[src/rtl/tod_pkg.sv]
// Types, field widths and hand-angle helpers for the time-of-day clock.
// Used by tod_core, the top level and the port checker; no dependencies.
package tod_pkg;

   localparam int REQ_TDATA_W = 8;
   localparam int RSP_TDATA_W = 48;

   localparam logic [4:0] HOUR_LAST   = 5'd23;
   localparam logic [5:0] MINSEC_LAST = 6'd59;
   localparam logic [4:0] RESET_HOUR  = 5'd12;
   localparam logic [8:0] ANGLE_BASE  = 9'd90;
   localparam logic [8:0] ANGLE_FULL  = 9'd360;

   localparam logic FUNC_TICK   = 1'b0;
   localparam logic FUNC_SAMPLE = 1'b1;

   typedef struct packed {
      logic       func;
      logic       hour_up;
      logic       hour_down;
      logic       minute_up;
      logic       minute_down;
      logic       raw_a;
      logic       raw_b;
      logic       raw_x;
      logic       raw_y;
   } req_type;

   typedef struct packed {
      logic [4:0] hour;
      logic [5:0] minute;
      logic [5:0] second;
      logic       twelve_hour;
      logic       left_held;
      logic       right_held;
      logic       stop;
   } tod_state_type;

   typedef struct packed {
      logic [4:0] shown_hour;
      logic [5:0] shown_minute;
      logic [5:0] shown_second;
      logic [8:0] hour_angle;
      logic [8:0] minute_angle;
      logic [8:0] second_angle;
      logic       twelve_hour_mode;
      logic       stopped;
   } rsp_type;

   // 90 + 6 * v, folded once into 0..359
   function automatic logic [8:0] angle_six(input logic [5:0] v);
      logic [8:0] a;
      a = ANGLE_BASE + 9'(v) * 9'd6;
      return (a >= ANGLE_FULL) ? a - ANGLE_FULL : a;
   endfunction

   // 90 + 30 * h for h in 0..11, folded once into 0..359
   function automatic logic [8:0] angle_thirty(input logic [3:0] h);
      logic [8:0] a;
      a = ANGLE_BASE + 9'(h) * 9'd30;
      return (a >= ANGLE_FULL) ? a - ANGLE_FULL : a;
   endfunction

endpackage

[src/rtl/tod_core.sv]
// Next-state and display logic of the time-of-day clock for one request.
// Purely combinational; depends on tod_pkg.
module tod_core
   import tod_pkg::*;
(
   input  req_type       req,
   input  tod_state_type cur,
   output tod_state_type nxt,
   output rsp_type       rsp
);

   logic       hu, hd, mu, md, left_pair, right_pair;
   logic       min_carry, min_borrow;
   logic [5:0] minute_adj;
   logic [5:0] hour_sum;
   logic [4:0] hour_adj;
   logic [3:0] hour_half;

   assign hu         = req.hour_up & ~req.hour_down;
   assign hd         = req.hour_down & ~req.hour_up;
   assign mu         = req.minute_up & ~req.minute_down;
   assign md         = req.minute_down & ~req.minute_up;
   assign left_pair  = req.raw_a & req.raw_b;
   assign right_pair = req.raw_x & req.raw_y;

   // minute step with wrap into the hour
   always_comb begin
      min_carry  = 1'b0;
      min_borrow = 1'b0;
      minute_adj = cur.minute;
      if (mu) begin
         min_carry  = (cur.minute == MINSEC_LAST);
         minute_adj = min_carry ? 6'd0 : cur.minute + 6'd1;
      end else if (md) begin
         min_borrow = (cur.minute == 6'd0);
         minute_adj = min_borrow ? MINSEC_LAST : cur.minute - 6'd1;
      end
   end

   // hour moves by -2..+2, biased by 24 to stay positive
   assign hour_sum = 6'(cur.hour) + 6'd24 + 6'(hu) + 6'(min_carry)
                     - 6'(hd) - 6'(min_borrow);

   always_comb begin
      if (hour_sum >= 6'd48) begin
         hour_adj = 5'(hour_sum - 6'd48);
      end else if (hour_sum >= 6'd24) begin
         hour_adj = 5'(hour_sum - 6'd24);
      end else begin
         hour_adj = 5'(hour_sum);
      end
   end

   always_comb begin
      nxt = cur;
      if (req.func == FUNC_TICK) begin
         if (cur.second != MINSEC_LAST) begin
            nxt.second = cur.second + 6'd1;
         end else begin
            nxt.second = 6'd0;
            if (cur.minute != MINSEC_LAST) begin
               nxt.minute = cur.minute + 6'd1;
            end else begin
               nxt.minute = 6'd0;
               nxt.hour   = (cur.hour == HOUR_LAST) ? 5'd0 : cur.hour + 5'd1;
            end
         end
      end else begin
         nxt.minute = minute_adj;
         nxt.hour   = hour_adj;
         if (left_pair && right_pair) begin
            nxt.stop = 1'b1;
         end
         if (right_pair) begin
            if (!cur.right_held) begin
               nxt.second = 6'd0;
            end
            nxt.right_held = 1'b1;
         end else begin
            nxt.right_held = 1'b0;
         end
         if (left_pair) begin
            if (!cur.left_held) begin
               nxt.twelve_hour = ~cur.twelve_hour;
            end
            nxt.left_held = 1'b1;
         end else begin
            nxt.left_held = 1'b0;
         end
      end
   end

   assign hour_half = (nxt.hour >= 5'd12) ? 4'(nxt.hour - 5'd12) : 4'(nxt.hour);

   always_comb begin
      rsp.shown_hour       = nxt.hour;
      if (nxt.twelve_hour) begin
         rsp.shown_hour = (hour_half == 4'd0) ? 5'd12 : 5'(hour_half);
      end
      rsp.shown_minute     = nxt.minute;
      rsp.shown_second     = nxt.second;
      rsp.hour_angle       = angle_thirty(hour_half);
      rsp.minute_angle     = angle_six(nxt.minute);
      rsp.second_angle     = angle_six(nxt.second);
      rsp.twelve_hour_mode = nxt.twelve_hour;
      rsp.stopped          = nxt.stop;
   end

endmodule

[src/rtl/time_of_day_clock_with_set_buttons_top.sv]
// Time-of-day clock with set buttons: request register, tod_core, result register.
// Depends on tod_pkg and tod_core.
//
// Accepts one request per clock while the response side is not stalled; each
// request yields one response through the request register, then the result
// register. The time update in tod_core is combinational and sits between the two.
// Time starts at 12:00:00 after reset, 24-hour display, stop flag clear.
module time_of_day_clock_with_set_buttons_top
   import tod_pkg::*;
(
   input  logic                   clock,
   input  logic                   reset,
   input  logic                   req_tvalid,
   output logic                   req_tready,
   // [0] hour_up [1] hour_down [2] minute_up [3] minute_down
   // [4] raw_a [5] raw_b [6] raw_x [7] raw_y
   input  logic [REQ_TDATA_W-1:0] req_tdata,
   // [0] func
   input  logic                   req_tuser,
   output logic                   rsp_tvalid,
   input  logic                   rsp_tready,
   // [4:0] shown_hour [10:5] shown_minute [16:11] shown_second
   // [25:17] hour_angle [34:26] minute_angle [43:35] second_angle
   // [44] twelve_hour_mode [45] stopped [47:46] zero
   output logic [RSP_TDATA_W-1:0] rsp_tdata
);

   logic          in_vld_ff, in_vld_in;
   logic          rsp_vld_ff, rsp_vld_in;
   req_type       req_ff;
   tod_state_type state_ff, state_in;
   rsp_type       rsp_ff, rsp_in;
   logic          advance;

   assign advance    = in_vld_ff & (~rsp_vld_ff | rsp_tready);
   assign req_tready = ~in_vld_ff | advance;
   assign in_vld_in  = (req_tvalid & req_tready) | (in_vld_ff & ~advance);
   assign rsp_vld_in = advance | (rsp_vld_ff & ~rsp_tready);

   tod_core u_core (
      .req (req_ff),
      .cur (state_ff),
      .nxt (state_in),
      .rsp (rsp_in)
   );

   always_ff @(posedge clock) begin
      if (reset) begin
         in_vld_ff  <= 1'b0;
         rsp_vld_ff <= 1'b0;
         state_ff   <= '{hour: RESET_HOUR, minute: 6'd0, second: 6'd0,
                         twelve_hour: 1'b0, left_held: 1'b0, right_held: 1'b0,
                         stop: 1'b0};
      end else begin
         in_vld_ff  <= in_vld_in;
         rsp_vld_ff <= rsp_vld_in;
         if (advance) begin
            state_ff <= state_in;
         end
      end
   end

   always_ff @(posedge clock) begin
      if (req_tvalid && req_tready) begin
         req_ff <= '{func: req_tuser, hour_up: req_tdata[0], hour_down: req_tdata[1],
                     minute_up: req_tdata[2], minute_down: req_tdata[3],
                     raw_a: req_tdata[4], raw_b: req_tdata[5], raw_x: req_tdata[6],
                     raw_y: req_tdata[7]};
      end
      if (advance) begin
         rsp_ff <= rsp_in;
      end
   end

   assign rsp_tvalid = rsp_vld_ff;
   assign rsp_tdata  = {2'b00, rsp_ff.stopped, rsp_ff.twelve_hour_mode,
                        rsp_ff.second_angle, rsp_ff.minute_angle, rsp_ff.hour_angle,
                        rsp_ff.shown_second, rsp_ff.shown_minute, rsp_ff.shown_hour};

endmodule

[config.mk]
export PLATFORM = sky130hd
export DESIGN_NAME = time_of_day_clock_with_set_buttons_top
export DESIGN_NICKNAME = d
export VERILOG_FILES = /design/src/rtl/tod_pkg.sv /design/src/rtl/tod_core.sv /design/src/rtl/time_of_day_clock_with_set_buttons_top.sv
export SDC_FILE = /design/constraint.sdc
export NUM_CORES = 1
export LEC_CHECK = 0
export ABC_AREA = 1
export BUFFER_PORTS_ARGS = -buffer_cell sky130_fd_sc_hd__buf_4
export CAP_MARGIN = 40
export CORE_MARGIN = 10
export CORE_UTILIZATION = 50
export DETAILED_ROUTE_END_ITERATION = 6
export MAX_ROUTING_LAYER = met4
export PLACE_DENSITY = 0.72
export SLEW_MARGIN = 20
export SYNTH_ARGS = -nofsm -noshare
export SYNTH_HDL_FRONTEND = slang
export SYNTH_HIERARCHICAL = 1
export SYNTH_SLANG_ARGS = --single-unit
[constraint.sdc]
create_clock -name clock -period 7.6 [get_ports clock]
set_input_delay 0.76 -clock clock [delete_from_list [all_inputs] [get_ports clock]]
set_output_delay 0.76 -clock clock [all_outputs]
set_load 0.1 [all_outputs]
# Word-level counts from Yosys, hierarchy flattened
# Cells that the tools add are included.
[classes]
n_addsub = 18
n_mul = 3
order_cmp = 6
eq_ne = 4
mux = 29
n_bitwise = 23
reduce_logical = 5
[op_table]
columns = ["cell", "n"]
rows = [
  ["6-bit two-way mux", 8],
  ["7-bit by 9-bit adder with 9-bit output, first input constant", 3],
  ["9-bit greater-or-equal comparator, second input constant", 3],
  ["9-bit two-way mux", 3],
  ["9-bit subtractor, second input constant", 3],
  ["5-bit two-way mux", 5],
  ["17-bit two-way mux", 1],
  ["6-bit by 2-bit multiplier with 8-bit output, second input constant", 2],
  ["6-bit by 1-bit adder with 6-bit output", 2],
  ["6-bit by 1-bit adder with 6-bit output, second input constant", 2],
  ["4-bit two-way mux", 3],
  ["6-bit inequality test, second input constant", 2],
  ["6-bit by 1-bit subtractor with 6-bit output", 2],
  ["11-bit two-way mux", 1],
  ["1-bit AND", 10],
  ["5-bit subtractor, second input constant", 2],
  ["1-bit NOT", 9],
  ["4-bit by 4-bit multiplier with 8-bit output, second input constant", 1],
  ["1-bit two-way mux", 8],
  ["5-bit by 5-bit adder with 6-bit output, second input constant", 1],
  ["6-bit == test, second input constant", 1],
  ["6-bit by 5-bit greater-or-equal comparator with 1-bit output, second input constant", 1],
  ["6-bit greater-or-equal comparator, second input constant", 1],
  ["6-bit logical NOT", 1],
  ["other kinds (9)", 13],
]
[word_totals]
regBits = 78
input_bits = 13
out_inout_bits = 50
elab_cells = 114

# Depth between registers and ports, before layout
[logic_depth]
word_depth = 16
depth_mapped = 50
depth_no_buf = 50

# Hierarchy
# Netlist, hierarchy kept.
[by_module_without_submodules]
columns = ["mod", "instances", "cells_each", "area_per_inst_um2", "seq_area_each_um2"]
rows = [
  ["tod_core", 1, 593, 3574.7, 0.0],
  ["time_of_day_clock_with_set_buttons_top", 1, 205, 2763.9, 2112.0],
]

# Least setup slack after synthesis
# OpenSTA, ideal clock, no wires.
[synth_timing]
path_type = "register -> register"
from = "reg state_ff[10] in the netlist's numbering"
to = "reg rsp_ff, in the netlist rsp_tdata[23], data pin"
setup_time_ns = 0.252
t_arrival_ns = 6.929
required_time_ns = 7.348
path_slack_ns = 0.419
path_stages_with_launch = 49
n_path_buf = 0
period_less_slack_ns = 7.181
path_cell_list = "dfxtp_1 > inv_1 > ha_1 > inv_1 > nor2_1 > nand2_1 > inv_1 > fa_1 > fa_1 > inv_1 > ha_1 > inv_1 > fa_1 > nor2_1 > inv_1 > nand2_1 > inv_1 > ha_1 > [... 13 more ...] > inv_1 > fa_1 > inv_1 > fa_1 > inv_1 > fa_1 > inv_1 > nor2_1 > nand2_1 > nand2_1 > inv_1 > ha_1 > nand2_1 > inv_1 > o211ai_2 > nand2_4 > nand3_1 > nand2_1"
[synth_rtl]
columns = ["element", "line_no", "text"]
rows = [
  ["start, declared", "time_of_day_clock_with_set_buttons_top.sv:31", "tod_state_type state_ff, state_in;"],
  ["start signal, assigned", "time_of_day_clock_with_set_buttons_top.sv:51", "state_ff <= '{hour: RESET_HOUR, minute: 6'd0, second: 6'd0,"],
  ["start signal, assigned", "time_of_day_clock_with_set_buttons_top.sv:58", "state_ff <= state_in;"],
  ["end signal, assigned", "time_of_day_clock_with_set_buttons_top.sv:71", "rsp_ff <= rsp_in;"],
  ["end, declared", "time_of_day_clock_with_set_buttons_top.sv:32", "rsp_type rsp_ff, rsp_in;"],
]

==> metrics.txt <==
# TYPE chip_impl_metric gauge
chip_impl_metric{name="dieHeight",unit="µm"} 132.6
chip_impl_metric{name="cts.htree.levels",unit=""} 3
chip_impl_metric{name="min_period_over_period",unit="%"} 95.00
chip_impl_metric{name="placement.setup.worst_slack",unit="ns"} -0.03591
chip_impl_metric{name="syn-cell-area",unit="µm²"} 6339
chip_impl_metric{name="die_width",unit="µm"} 132.6
chip_impl_metric{name="floorplan.core_area",unit="µm²"} 12520
chip_impl_info{name="cts_tree",value="done"} 1
chip_impl_metric{name="insertedDiodeCount",unit=""} 0
chip_impl_metric{name="initial_antenna_violation_count",unit=""} 0
chip_impl_metric{name="post_route_cells_drive_above_1_share",unit="%"} 20.63
chip_impl_metric{name="worst_ir_drop_vdd",unit="mV"} 0.2352
chip_impl_metric{name="max_cap_viol_count",unit=""} 0
chip_impl_info{name="startpoint",value="req_ff[5]"} 1
chip_impl_metric{name="post-route-cell-area",unit="µm²"} 7238
chip_impl_info{name="status",value="finished, final reports clean"} 1
chip_impl_metric{name="final_period_minus_worst_setup_slack",unit="ns"} 7.220
chip_impl_metric{name="antenna_left",unit=""} 0
chip_impl_metric{name="final.setup.tns",unit="ns"} 0
chip_impl_metric{name="drc",unit=""} 0
chip_impl_metric{name="drv_slew",unit=""} 0
chip_impl_info{name="critical-path-slowest-cell",value="fa_1"} 1
chip_impl_metric{name="dr.pass1.iters",unit=""} 5
chip_impl_metric{name="max-clock-path-buffers",unit=""} 2
chip_impl_metric{name="start_util",unit="%"} 50.64
chip_impl_metric{name="detailedPlacementHpwl",unit="mm"} 9.739
chip_impl_metric{name="ys_types",unit=""} 48
chip_impl_metric{name="worst_path_largest_cell_delay",unit="ns"} 0.56
chip_impl_metric{name="first_global_vias",unit=""} 4806
chip_impl_info{name="most_frequent_cells_in_the_layout",value="nand2_1, inv_1, nand3_1, buf_4, edfxtp_1"} 1
chip_impl_metric{name="synth_edf_count",unit=""} 55
chip_impl_info{name="dominantRegCellSynth",value="edfxtp_1"} 1
chip_impl_metric{name="timing.critical_path.required",unit="ns"} 7.70
chip_impl_metric{name="areaGrowthSynthToFinish",unit="%"} 14.19
chip_impl_metric{name="cts_num_sinks",unit=""} 78
chip_impl_info{name="layout.cells.most_common",value="nand2_1"} 1
chip_impl_metric{name="layout.area.seq",unit="µm²"} 2117
chip_impl_metric{name="power.leakage",unit="nW"} 3.643
chip_impl_metric{name="ys_seq_elements",unit=""} 78
chip_impl_metric{name="async_reset_ff_share",unit="%"} 0
chip_impl_metric{name="synth.yosys.seq_area_share",unit="%"} 33.32
chip_impl_metric{name="total_power_per_unit_cell_area",unit="nW/µm²"} 386.7
chip_impl_info{name="timing_worst_setup_path_type",value="flop to flop"} 1
chip_impl_metric{name="numCtsBuffers",unit=""} 9
chip_impl_metric{name="worst_margin_slew",unit="ns"} 0.9202
chip_impl_metric{name="finalHoldWorstSlack",unit="ns"} 0.4966
chip_impl_metric{name="synth.yosys.warnings",unit=""} 6
chip_impl_metric{name="vias",unit=""} 5162
chip_impl_metric{name="syn_area_per_cell",unit="µm²"} 7.943
chip_impl_info{name="cts_root_buf",value="clkbuf_16"} 1
chip_impl_metric{name="multi_input_area",unit="µm²"} 3501
chip_impl_metric{name="avgViaCountPerCell",unit=""} 5.012
chip_impl_info{name="worstSetupEndpointType",value="flop"} 1
chip_impl_metric{name="cts_hold_buf",unit=""} 0
chip_impl_info{name="start_kind",value="flop"} 1
chip_impl_metric{name="grt_remaining_overflow",unit=""} 0
chip_impl_metric{name="postRouteWirelength",unit="mm"} 12.85
chip_impl_info{name="crit-reg2reg-launch",value="req_ff[5]"} 1
chip_impl_metric{name="clk-insertion-delay-late",unit="ns"} 0.35
chip_impl_metric{name="top_level_ports",unit=""} 63
chip_impl_metric{name="grt_start_max_net_pins",unit=""} 44
chip_impl_metric{name="routed_wire_length_per_instance",unit="µm"} 12.47
chip_impl_metric{name="design.die.area",unit="µm²"} 17580
chip_impl_metric{name="clock-skew-final",unit="ns"} 0.008701
chip_impl_metric{name="grt_first_pass_wirelength",unit="mm"} 21.80
chip_impl_metric{name="final_nets",unit=""} 928
chip_impl_metric{name="worst_ep_arrival",unit="ns"} 7.32
chip_impl_metric{name="timing.critical_path.fanout_max",unit=""} 5
chip_impl_metric{name="slew-limit-headroom",unit="%"} 38.65
chip_impl_metric{name="gp_congestion",unit=""} 0.8884
chip_impl_metric{name="final-setup-viol-count",unit=""} 0
chip_impl_metric{name="count_of_endpoints_failing_hold_in_the_final_timing_report",unit=""} 0
chip_impl_metric{name="detail_route.iter0.violations",unit=""} 345
chip_impl_metric{name="post_synth_inst_count",unit=""} 798
chip_impl_metric{name="floorplan.rows",unit=""} 41
chip_impl_info{name="crit_top_cell",value="inv_1"} 1
chip_impl_info{name="min_path_type",value="flop to flop"} 1
chip_impl_metric{name="clk_pin_slew",unit="ns"} 0.06
chip_impl_metric{name="placed_standard_cell_area",unit="µm²"} 6810
chip_impl_metric{name="all_layer_gr_usage",unit="%"} 15.05
chip_impl_metric{name="fmaxAchievable",unit="GHz"} 0.1385
chip_impl_info{name="hp-start",value="state_ff[0]"} 1
chip_impl_metric{name="portBuffers",unit=""} 60
chip_impl_metric{name="final_critical_path_setup_slack",unit="ns"} 0.3800
chip_impl_metric{name="fill_cells",unit=""} 1146
## worst paths after layout
path                         to  slack [ns]  cells past startpoint
setup reg to reg  rsp_tdata[21]        0.38                     47
hold / removal      state_ff[0]        0.50                      2
setup / recovery  rsp_tdata[21]        0.38                     47
hold reg to reg     state_ff[0]        0.50                      2
## final cells by class
cell class | instances | area share, %
Clock buffer | 10 | 3.163
Clock inverter | 6 | 1.193
Inverter | 135 | 7.105
Multi-Input combinational cell | 554 | 48.37
Sequential cell | 78 | 29.25
Tap cell | 172 | 2.973
Timing Repair Buffer | 75 | 7.952
## Yosys cell counts (2+ instances only)
library cell  number  area share (%)
nor3_1             2            0.16
nor2_4             2            0.36
o22ai_1            4            0.39
nand3_1           89             7.0
o21ai_0           17             1.3
buf_4             23             2.7
a21oi_1           35             2.8
a221oi_1           2            0.28
inv_2              5            0.30
a21oi_2            9             1.2
a21o_1             3            0.36
o21ai_1            3            0.24
dfxtp_1           23             7.3
o211ai_1           2            0.24
nor2_1            52             3.1
o21ai_2            2            0.28
nor2_2             3            0.30
o21bai_1           3            0.36
edfxtp_1          55              26
nand3b_1           3            0.36
nand4_1            6            0.59
fa_1              10             3.2
nand2_4            9             1.6
conb_1             2            0.12
a31oi_1            2            0.20
ha_1              52              10
buf_6              8             1.4
nand2_2           18             1.8
xor2_1            19             2.6
nand3_2            9             1.4
inv_1            128             7.6
nand2_1          175              10
xnor2_1            7            0.97
o221ai_1           2            0.28
## registers in the layout, indices dropped and copies added, names as in the netlist
signal      cells
rsp_tdata      46
req_ff          9
state_ff       21
in_vld_ff       1
rsp_tvalid      1
## critical path, delay by kind of cell (launching register included)
family	cells	cell delay (ns)
buffers and inverters	14	0.91
AOI/OAI and AO/OA	2	0.41
DFF	1	0.37
adders and majority gates	10	3.41
and+or+nand+nor	21	1.86
## power by group
group          switching, W  internal [W]  leakage [nW]
logic               0.00120      0.000556          2.79
registers         0.0000221      0.000561         0.711
clock network      0.000175      0.000286         0.142
total               0.00140       0.00140          3.64
## metrics by stage
stage                     std cells  util (%)  total power, W
after floorplan                 801         -        0.001973
after global placement         1007     54.25        0.002226
after detailed placement       1008     54.41        0.002260
after CTS                      1024     56.96        0.002732
after global routing           1030     57.83        0.003037
final                          1030     57.83        0.002799
## kinds of logic (layout without fill, tap and decap cells)
kind of cell | Yosys count | count (layout) | synth area share (%)
other | 2 | 5 | 0.1185
AND/OR/NAND/NOR | 372 | 372 | 27.85
XOR/XNOR | 28 | 28 | 4.284
AO/OA/AOI/OAI | 87 | 87 | 8.389
buffers and inverters | 169 | 226 | 12.61
adder cells (fa/ha/maj) | 62 | 62 | 13.42
flip-flops | 78 | 78 | 33.32
## metal layers
metal	wire length, µm	track usage (%)
met1	6085	18.58
met2	5938	23.97
met3	615	3.066
met4	210	5.379
met5	0	-
## timing repair
| action | 4_1_cts | 5_1_grt |
|---|---|---|
| buffers inserted | 0 | 6 |
| gates resized for setup | 2 | 25 |
| setup endpoints to repair | 4 | 6 |
| pin swaps | 0 | 8 |
| hold endpoints to repair | 0 | 0 |
Note: power is estimated with default switching activity, not from simulation.
